==> src/hw/rtl/xild_pkg.sv <==
`default_nettype none
package xild_pkg;

    // operand class bits of a table entry
    localparam logic [6:0] OPD_I8   = 7'h01;
    localparam logic [6:0] OPD_I16  = 7'h02;
    localparam logic [6:0] OPD_I32  = 7'h04;
    localparam logic [6:0] OPD_REG  = 7'h08;
    localparam logic [6:0] OPD_RM   = 7'h10;
    localparam logic [6:0] OPD_MOFS = 7'h20;
    localparam logic [6:0] OPD_LOW3 = 7'h40;
    localparam logic [6:0] OPD_RMR  = 7'h18;

    localparam logic [7:0] BYTE_ESC  = 8'h0F;
    localparam logic [7:0] BYTE_P66  = 8'h66;
    localparam logic [7:0] BYTE_P67  = 8'h67;
    localparam logic [7:0] BYTE_JREL = 8'hE9;

    localparam logic [1:0] CFG_LONG_MODE  = 2'd0;
    localparam logic [1:0] CFG_WIDE_MOFFS = 2'd1;

    // stage 1 -> stage 2: prefix scan result
    typedef struct packed {
        logic [2:0] pos;
        logic       seg;
        logic       p66;
        logic       p67;
        logic       rex;
        logic       rexw;
    } xild_pfx_t;

    // stage 2 -> stage 3: opcode match result
    typedef struct packed {
        xild_pfx_t  pfx;
        logic       hit;
        logic       twobyte;
        logic [6:0] opd;
        logic       wide;
        logic       rel;
        logic [7:0] modrm;
        logic [7:0] sib;
    } xild_match_t;

    typedef struct packed {
        logic       recognized;
        logic [3:0] prefix_flags;
        logic [1:0] opcode_length;
        logic       has_modrm;
        logic       has_sib;
        logic [2:0] disp_length;
        logic [3:0] imm_length;
        logic       disp_needs_fixup;
        logic [3:0] total_length;
    } xild_res_t;

    function automatic logic is_seg(input logic [7:0] b);
        return b == 8'h2E || b == 8'h36 || b == 8'h26 || b == 8'h64 || b == 8'h65;
    endfunction

    // opcode lookup: returns hit, wide flag and operand class
    function automatic logic [8:0] op_lookup(input logic twobyte, input logic [7:0] op,
                                             input logic [7:0] op2, input logic [2:0] reg_f,
                                             input logic lm);
        logic       h;
        logic [6:0] o;
        logic       w;
        h = 1'b1;
        o = '0;
        w = 1'b0;
        if (twobyte) begin
            h = (op2 == 8'hB6) || (op2 == 8'hB7);
            o = OPD_RMR;
        end else begin
            unique case (op) inside
                8'h00, 8'h01, 8'h02, 8'h03, 8'h08, 8'h09, 8'h0A, 8'h0B,
                8'h20, 8'h21, 8'h22, 8'h23, 8'h28, 8'h29, 8'h2A, 8'h2B,
                8'h30, 8'h31, 8'h32, 8'h33, 8'h38, 8'h39, 8'h3A, 8'h3B,
                8'h8D, 8'h88, 8'h89, 8'h8A, 8'h8B, 8'h8C, 8'h8E: o = OPD_RMR;
                8'h04, 8'h0C, 8'h24, 8'h2C, 8'h34, 8'h3C, 8'h6A: o = OPD_I8;
                8'h05, 8'h0D, 8'h25, 8'h2D, 8'h35, 8'h3D, 8'h68, 8'hE9: o = OPD_I32;
                8'h80, 8'h83: begin
                    o = OPD_RM | OPD_I8;
                    h = (reg_f != 3'd2) && (reg_f != 3'd3);
                end
                8'h81: begin
                    o = OPD_RM | OPD_I32;
                    h = (reg_f != 3'd2) && (reg_f != 3'd3);
                end
                [8'h48:8'h4F]: begin
                    o = OPD_LOW3;
                    h = !lm;
                end
                [8'h50:8'h57]: o = OPD_LOW3;
                8'hFE: begin
                    o = OPD_RM;
                    h = reg_f == 3'd1;
                end
                8'hFF: begin
                    o = OPD_RM;
                    h = reg_f == 3'd1 || reg_f == 3'd4 || reg_f == 3'd6;
                end
                8'hCC, 8'hC9, 8'hC3, 8'h06, 8'h0E, 8'h16, 8'h1E: o = '0;
                8'hA0, 8'hA1, 8'hA2, 8'hA3: o = OPD_MOFS;
                [8'hB0:8'hB7]: o = OPD_LOW3 | OPD_I8;
                [8'hB8:8'hBF]: begin
                    o = OPD_LOW3 | OPD_I32;
                    w = 1'b1;
                end
                8'hC6: begin
                    o = OPD_RM | OPD_I8;
                    h = reg_f == 3'd0;
                end
                8'hC7: begin
                    o = OPD_RM | OPD_I32;
                    h = reg_f == 3'd0;
                end
                default: h = 1'b0;
            endcase
        end
        return {h, w, o};
    endfunction

endpackage
`default_nettype wire

==> src/hw/rtl/xild_prefix.sv <==
`default_nettype none
module xild_prefix
    import xild_pkg::*;
(
    input  wire logic        clk,
    input  wire logic        rst_n,
    input  wire logic        in_valid,
    input  wire logic [63:0] window,
    input  wire logic        long_mode,
    output logic             out_valid,
    output logic [63:0]      out_window,
    output xild_pfx_t        out_pfx
);
    xild_pfx_t  pfx_next;
    xild_pfx_t  pfx_reg;
    logic       valid_reg;
    logic [63:0] win_reg;

    always_comb
    begin
        logic       done;
        logic [7:0] b;
        pfx_next = '0;
        done = 1'b0;
        for (int i = 0; i < 4; i++)
        begin
            b = window[8*i +: 8];
            if (!done)
            begin
                if (is_seg(b) && !pfx_next.seg)
                begin
                    pfx_next.seg = 1'b1;
                    pfx_next.pos = pfx_next.pos + 3'd1;
                end
                else if (b == BYTE_P66 && !pfx_next.p66)
                begin
                    pfx_next.p66 = 1'b1;
                    pfx_next.pos = pfx_next.pos + 3'd1;
                end
                else if (b == BYTE_P67 && !pfx_next.p67)
                begin
                    pfx_next.p67 = 1'b1;
                    pfx_next.pos = pfx_next.pos + 3'd1;
                end
                else
                begin
                    if (long_mode && b[7:4] == 4'h4)
                    begin
                        pfx_next.rex  = 1'b1;
                        pfx_next.rexw = b[3];
                        pfx_next.pos  = pfx_next.pos + 3'd1;
                    end
                    done = 1'b1;
                end
            end
        end
    end

    always_ff @(posedge clk or negedge rst_n)
    begin
        if (!rst_n)
            valid_reg <= 1'b0;
        else
            valid_reg <= in_valid;
    end

    always_ff @(posedge clk)
    begin
        pfx_reg <= pfx_next;
        win_reg <= window;
    end

    assign out_valid  = valid_reg;
    assign out_window = win_reg;
    assign out_pfx    = pfx_reg;
endmodule
`default_nettype wire

==> src/hw/rtl/xild_match.sv <==
`default_nettype none
module xild_match
    import xild_pkg::*;
(
    input  wire logic        clk,
    input  wire logic        rst_n,
    input  wire logic        in_valid,
    input  wire logic [63:0] window,
    input  wire xild_pfx_t   pfx,
    input  wire logic        long_mode,
    output logic             out_valid,
    output xild_match_t      out_match
);
    xild_match_t match_next;
    xild_match_t match_reg;
    logic        valid_reg;

    always_comb
    begin
        logic [7:0]  b0;
        logic [7:0]  b1;
        logic [7:0]  b2;
        logic [7:0]  b3;
        logic [8:0]  lk;
        logic [63:0] sh;
        sh = window >> {pfx.pos, 3'b000};
        b0 = sh[7:0];
        b1 = sh[15:8];
        b2 = sh[23:16];
        b3 = sh[31:24];
        match_next = '0;
        match_next.pfx = pfx;
        match_next.twobyte = (b0 == BYTE_ESC);
        match_next.modrm = match_next.twobyte ? b2 : b1;
        match_next.sib   = match_next.twobyte ? b3 : b2;
        lk = op_lookup(match_next.twobyte, b0, b1, match_next.modrm[5:3], long_mode);
        match_next.hit  = lk[8];
        match_next.wide = lk[7];
        match_next.opd  = lk[6:0];
        match_next.rel  = !match_next.twobyte && b0 == BYTE_JREL;
    end

    always_ff @(posedge clk or negedge rst_n)
    begin
        if (!rst_n)
            valid_reg <= 1'b0;
        else
            valid_reg <= in_valid;
    end

    always_ff @(posedge clk)
    begin
        match_reg <= match_next;
    end

    assign out_valid = valid_reg;
    assign out_match = match_reg;
endmodule
`default_nettype wire

==> src/hw/rtl/xild_size.sv <==
`default_nettype none
module xild_size
    import xild_pkg::*;
(
    input  wire logic        clk,
    input  wire logic        rst_n,
    input  wire logic        in_valid,
    input  wire xild_match_t m,
    input  wire logic        long_mode,
    input  wire logic        wide_moffs,
    output logic             out_valid,
    output xild_res_t        out_res
);
    xild_res_t res_next;
    xild_res_t res_reg;
    logic      valid_reg;

    always_comb
    begin
        logic [1:0] md;
        logic [2:0] rm;
        logic       hm;
        logic       hs;
        logic [3:0] disp;
        logic [3:0] imm;
        logic       fix;
        logic [1:0] ol;
        md = m.modrm[7:6];
        rm = m.modrm[2:0];
        ol = m.twobyte ? 2'd2 : 2'd1;
        hm = |(m.opd & OPD_RMR);
        hs = |(m.opd & OPD_RM) && md != 2'd3 && rm == 3'd4;
        disp = '0;
        imm = '0;
        fix = 1'b0;
        if (|(m.opd & OPD_RM))
        begin
            if (md == 2'd1)
                disp = 4'd1;
            else if (md == 2'd2)
                disp = m.pfx.p66 ? 4'd2 : 4'd4;
            else if (md == 2'd0 && rm == 3'd5)
            begin
                disp = 4'd4;
                fix = long_mode;
            end
            else if (hs && m.sib[2:0] == 3'd5)
                disp = 4'd4;
        end
        if (|(m.opd & OPD_I8))
            imm = 4'd1;
        else if (|(m.opd & OPD_I16))
            imm = 4'd2;
        else if (|(m.opd & OPD_I32))
            imm = (m.wide && m.pfx.rexw) ? 4'd8 : (m.pfx.p66 ? 4'd2 : 4'd4);
        else if (|(m.opd & OPD_MOFS))
            imm = wide_moffs ? (m.pfx.p67 ? 4'd4 : 4'd8) : (m.pfx.p67 ? 4'd2 : 4'd4);
        if (m.rel)
        begin
            fix = 1'b1;
            disp = imm;
            imm = '0;
        end
        res_next = '0;
        if (m.hit)
        begin
            res_next.recognized = 1'b1;
            res_next.prefix_flags = {m.pfx.rex, m.pfx.p67, m.pfx.p66, m.pfx.seg};
            res_next.opcode_length = ol;
            res_next.has_modrm = hm;
            res_next.has_sib = hs;
            res_next.disp_length = disp[2:0];
            res_next.imm_length = imm;
            res_next.disp_needs_fixup = fix;
            res_next.total_length = {1'b0, m.pfx.pos} + {2'b00, ol} + {3'b000, hm}
                                  + {3'b000, hs} + disp + imm;
        end
    end

    always_ff @(posedge clk or negedge rst_n)
    begin
        if (!rst_n)
            valid_reg <= 1'b0;
        else
            valid_reg <= in_valid;
    end

    always_ff @(posedge clk)
    begin
        res_reg <= res_next;
    end

    assign out_valid = valid_reg;
    assign out_res   = res_reg;
endmodule
`default_nettype wire

==> src/hw/rtl/x86_instruction_length_decoder.sv <==
// Path: an accepted start passes the prefix, match and size registers, in that order, to the done strobe.
// Throughput: one request per cycle; busy is never raised.
// Stages: prefix scan, opcode match, length sum.
// Reset clears the stage valid bits and both config registers to 0.
// The receiver cannot stall; each result shows for one cycle.
`default_nettype none
module x86_instruction_length_decoder
    import xild_pkg::*;
(
    input  wire logic        clk,
    input  wire logic        rst_n,
    input  wire logic        start,
    output logic             busy,
    input  wire logic [63:0] instruction_window,
    input  wire logic        cfg_we,
    input  wire logic [1:0]  cfg_index,
    input  wire logic        cfg_data,
    output logic             done,
    output logic             recognized,
    output logic [3:0]       prefix_flags,
    output logic [1:0]       opcode_length,
    output logic             has_modrm,
    output logic             has_sib,
    output logic [2:0]       disp_length,
    output logic [3:0]       imm_length,
    output logic             disp_needs_fixup,
    output logic [3:0]       total_length
);
    logic        long_mode_reg;
    logic        wide_moffs_reg;
    logic        v1;
    logic        v2;
    logic [63:0] w1;
    xild_pfx_t   p1;
    xild_match_t m2;
    xild_res_t   r3;

    assign busy = 1'b0;

    always_ff @(posedge clk or negedge rst_n)
    begin
        if (!rst_n)
        begin
            long_mode_reg  <= 1'b0;
            wide_moffs_reg <= 1'b0;
        end
        else if (cfg_we)
        begin
            case (cfg_index)
                CFG_LONG_MODE:  long_mode_reg  <= cfg_data;
                CFG_WIDE_MOFFS: wide_moffs_reg <= cfg_data;
                default: ;
            endcase
        end
    end

    xild_prefix u_prefix (
        .clk(clk), .rst_n(rst_n), .in_valid(start && !busy),
        .window(instruction_window), .long_mode(long_mode_reg),
        .out_valid(v1), .out_window(w1), .out_pfx(p1)
    );

    xild_match u_match (
        .clk(clk), .rst_n(rst_n), .in_valid(v1), .window(w1), .pfx(p1),
        .long_mode(long_mode_reg), .out_valid(v2), .out_match(m2)
    );

    xild_size u_size (
        .clk(clk), .rst_n(rst_n), .in_valid(v2), .m(m2),
        .long_mode(long_mode_reg), .wide_moffs(wide_moffs_reg),
        .out_valid(done), .out_res(r3)
    );

    assign recognized       = r3.recognized;
    assign prefix_flags     = r3.prefix_flags;
    assign opcode_length    = r3.opcode_length;
    assign has_modrm        = r3.has_modrm;
    assign has_sib          = r3.has_sib;
    assign disp_length      = r3.disp_length;
    assign imm_length       = r3.imm_length;
    assign disp_needs_fixup = r3.disp_needs_fixup;
    assign total_length     = r3.total_length;

    a_done_follows: assert property (@(posedge clk) disable iff (!rst_n)
        (start && !busy) |=> ##1 v2 ##1 done) else $error("request lost in pipe");
    a_zero_unrec: assert property (@(posedge clk) disable iff (!rst_n)
        (done && !recognized) |-> (total_length == 4'd0 && prefix_flags == 4'd0))
        else $error("unrecognized result not cleared");
    a_len_min: assert property (@(posedge clk) disable iff (!rst_n)
        (done && recognized) |-> (opcode_length != 2'd0 && total_length != 4'd0))
        else $error("recognized result has no length");
endmodule
`default_nettype wire

==> config.mk <==
export PLATFORM = sky130hd
export DESIGN_NAME = x86_instruction_length_decoder
export DESIGN_NICKNAME = d
export VERILOG_FILES = /design/src/hw/rtl/xild_pkg.sv /design/src/hw/rtl/xild_prefix.sv /design/src/hw/rtl/xild_match.sv /design/src/hw/rtl/xild_size.sv /design/src/hw/rtl/x86_instruction_length_decoder.sv
export SDC_FILE = /design/constraint.sdc
export NUM_CORES = 1
export LEC_CHECK = 0
export BUFFER_PORTS_ARGS = -buffer_cell sky130_fd_sc_hd__buf_2
export CORE_UTILIZATION = 54
export DETAILED_ROUTE_END_ITERATION = 8
export GPL_ROUTABILITY_DRIVEN = 1
export GPL_TIMING_DRIVEN = 0
export PLACE_DENSITY = 0.78
export SLEW_MARGIN = 20
export SYNTH_ARGS = -nofsm -noshare
export SYNTH_HDL_FRONTEND = slang
export SYNTH_SLANG_ARGS = --single-unit
==> constraint.sdc <==
create_clock -name clk -period 5.1 [get_ports clk]
set_clock_uncertainty 0.1 [all_clocks]
set_input_delay 1.02 -clock clk [delete_from_list [all_inputs] [get_ports clk]]
set_output_delay 1.02 -clock clk [all_outputs]
set_load 0.005 [all_outputs]
==> impl_metrics.json <==
{
  "buffer_ports.inserted": 92,
  "total_setup_buffers_inserted_after_cts": 0,
  "max-slew-margin-rel": 0.522,
  "drt-vias-per-instance": 6.17,
  "finalPower_mw": 2.57,
  "drt_pre_antenna_iters": 6,
  "worst-path-max-fanout": 7,
  "synth_unique_cells": 80,
  "ys_async_sr_fraction": 0.0407,
  "cts.repair.resized": 0,
  "layout-area-overhead-vs-synth_pct": 21.7,
  "routed_wire_length_per_instance_um": 20.9,
  "later_pin_clock_latency_in_the_skew_report_ns": 0.54,
  "drt_first_iter_violations": 445,
  "clk_path_buf_depth": 2,
  "cts_sinks": 123,
  "postSynthAreaPerCell_um2": 11.0,
  "critPathCaptureType": "flip-flop",
  "post_route_cells_drive_above_1_share": 0.304,
  "ios": 94,
  "antenna_cells_inserted": 0,
  "status": "completed",
  "worstPathArrival_ns": 4.35,
  "rows": 37,
  "num_vias": 4859,
  "cts_max_level": 4,
  "pwr_density_cell_nw_per_um2": 363,
  "syn-num-nets": 613,
  "grt_pass1_wl_um": 26300,
  "p_leak_nw": 2.90,
  "place_hpwl_um": 12400,
  "clock_power_share": 0.492,
  "synth_ff_type": "sky130_fd_sc_hd__dfxtp_1",
  "switchingPower_mw": 0.601,
  "worst_path_largest_cell_delay_ns": 0.60,
  "cts_hold_repair.buffers": 0,
  "synth_edf_count": 0,
  "power_report.internal_total_mw": 1.97,
  "crit_path_cell_trace": "buf_2, nor4b_2, o31a_1, and3_1, nor3_1, nand2_1, a31oi_1, ha_1, o31a_1, ha_1, inv_1, a2111oi_0, mux2i_1",
  "yosysSeqAreaShare": 0.427,
  "clk_pin_slew_ns": 0.06,
  "gp_congestion": 0.911,
  "critical-path-top-delay-family": "compound AO/OA/AOI/OAI gates",
  "initial_util": 0.562,
  "die-area_um2": 11200,
  "setup_viol_count_final": 0,
  "finalCritPeriodShare": 0.782,
  "synth_area_um2": 5830,
  "hold_violations": 0,
  "fin_crit_ns": 3.99,
  "layout.cells.most_common_list": "sky130_fd_sc_hd__dfxtp_1 (118), sky130_fd_sc_hd__buf_2 (102), sky130_fd_sc_hd__nor2_1 (45), sky130_fd_sc_hd__mux2i_1 (33), sky130_fd_sc_hd__nand2_1 (30)",
  "tritoncts": "built",
  "kind_of_critical_path": "primary input to flip-flop",
  "cts-buffers-inserted": 17,
  "synth.ff_latch_count": 123,
  "fp.dieH_um": 106,
  "fmax_ghz": 0.251,
  "max_reg_flops": 64,
  "timing.critical_path.from_type": "primary input",
  "power.ir.vdd_worst_uv": 287,
  "switching_share": 0.234,
  "drc": 0,
  "globalRouteOverflowTotal": 0,
  "hold_slack_ns": 0.192,
  "via_count_of_the_first_global_routing_pass": 4902,
  "routed_wl_um": 16400,
  "fin_nets": 724,
  "mostFrequentLayoutCell": "sky130_fd_sc_hd__dfxtp_1",
  "critPathBufInv": 2,
  "critical_path_s_slowest_cell": "sky130_fd_sc_hd__nor3_1",
  "timing.hold.worst.class": "primary input to async pin",
  "timing_max_transition_violations_final": 0,
  "placeableCoreArea_um2": 10400,
  "power.share.sequential": 0.411,
  "comb_power_share": 0.097,
  "dieWidth_um": 106,
  "cap_viol_max_count": 0,
  "final.setup.tns_ns": 0,
  "synthesis.yosys.warnings": 0,
  "unrepaired_setup_endpoints_after_global_routing": "no",
  "final_antenna_net_count": 0,
  "grt_start_max_net_pins": 17,
  "stdcell_count": 788,
  "clock-root-buffer": "sky130_fd_sc_hd__clkbuf_8",
  "placed_cells_incl_taps": 756,
  "tightest_slew_ns": 0.703,
  "postSynthCellCount": 528,
  "worstPathRequired_ns": 5.46,
  "global_route_usage_over_all_layers": 0.315,
  "grt_antenna_before_repair": 0
}
==> worst register-to-register path: cells and delay by family (launching register included) <==
family / cells / cell delay, ns
AO/OA/AOI/OAI: 3 / 0.77
XOR/XNOR: 2 / 0.32
adder cells (fa/ha/maj): 3 / 1.12
buffers and inverters: 1 / 0.05
flip-flops: 1 / 0.41
AND/OR/NAND/NOR: 5 / 0.72
==> per-layer routing <==
layer | share of wire | vias up | GRT usage
li1 | - | 2208 | -
met5 | 0 | - | 0
met2 | 0.49 | 268 | 0.531
met1 | 0.41 | 2339 | 0.377
met3 | 0.076 | 44 | 0.0878
met4 | 0.024 | 0 | 0.130
==> power by group through the flow <==
stage                     registers (mW)  clock network (mW)  logic (mW)
after floorplan                     1.06                   0       0.154
after global placement              1.07                   0       0.237
after detailed placement            1.08                   0       0.244
after CTS                           1.06                1.28       0.247
after global routing                1.06                1.32       0.273
final                               1.06                1.27       0.250
==> area by class of cell <==
cell class                 count  area [um^2]
timing repair buffer          92          460
multi-input combinational    361         3140
clock inverter                11          164
fill                         805         3280
clock buffer                  21          469
inverter                      24         90.1
sequential                   123         2490
buffer                        20          106
tap                          136          170
==> synth_stat cells, types with 6 or more instances <==
cell,instances,area share
sky130_fd_sc_hd__dfxtp_1,118,0.41
sky130_fd_sc_hd__nor2_1,45,0.029
sky130_fd_sc_hd__mux2i_1,33,0.057
sky130_fd_sc_hd__nand2_1,30,0.019
sky130_fd_sc_hd__mux4_2,26,0.10
sky130_fd_sc_hd__inv_1,22,0.014
sky130_fd_sc_hd__o21ai_0,14,0.012
sky130_fd_sc_hd__a21oi_1,12,0.010
sky130_fd_sc_hd__nor3_1,12,0.010
sky130_fd_sc_hd__buf_2,10,0.0086
sky130_fd_sc_hd__nand3_1,10,0.0086
sky130_fd_sc_hd__mux2_2,9,0.017
sky130_fd_sc_hd__and2_1,8,0.0086
sky130_fd_sc_hd__ha_1,8,0.017
sky130_fd_sc_hd__nor4b_1,8,0.012
sky130_fd_sc_hd__o211ai_1,8,0.010
sky130_fd_sc_hd__a31oi_1,7,0.0075
sky130_fd_sc_hd__nand4_1,7,0.0075
sky130_fd_sc_hd__nor2b_1,7,0.0075
sky130_fd_sc_hd__fa_1,6,0.021
sky130_fd_sc_hd__o22ai_1,6,0.0064
==> cells by family (layout without fill, tap and decap cells) <==
logic type,Yosys count,in the layout,synth area share
buf+inv,44,168,0.0337
simple gates,176,176,0.177
flops,123,123,0.427
xor+xnor,5,5,0.00752
other cells,1,1,0.000644
fa+ha+maj,14,14,0.0378
mux,80,80,0.215
compound gates,85,85,0.102
==> metrics by stage <==
stage               utilization  area (um^2)  setup WS [ns]
floorplan                     -         5830           1.29
global placement          0.623         6460          0.707
detailed placement        0.623         6460          0.638
CTS                       0.684         7090           1.14
global route              0.684         7090          0.830
finish                    0.684         7090           1.11
==> final timing paths <==
kind                                              from                    end  slack [ns]  depth (start not counted)
worst min-delay path                             rst_n       u_size.out_valid        0.19                          1
min in group clk                   u_prefix.out_pfx[4]  u_match.out_match[31]        0.22                          0
worst min register to register     u_prefix.out_pfx[4]  u_match.out_match[31]        0.22                          0
worst max-delay path            instruction_window[14]    u_prefix.out_pfx[7]        1.11                         13
worst max register to register   u_match.out_match[22]      u_size.out_res[3]        1.49                         14
max in group asynchronous                        rst_n         wide_moffs_reg        4.58                          1
(Power assumes the default switching activity.)
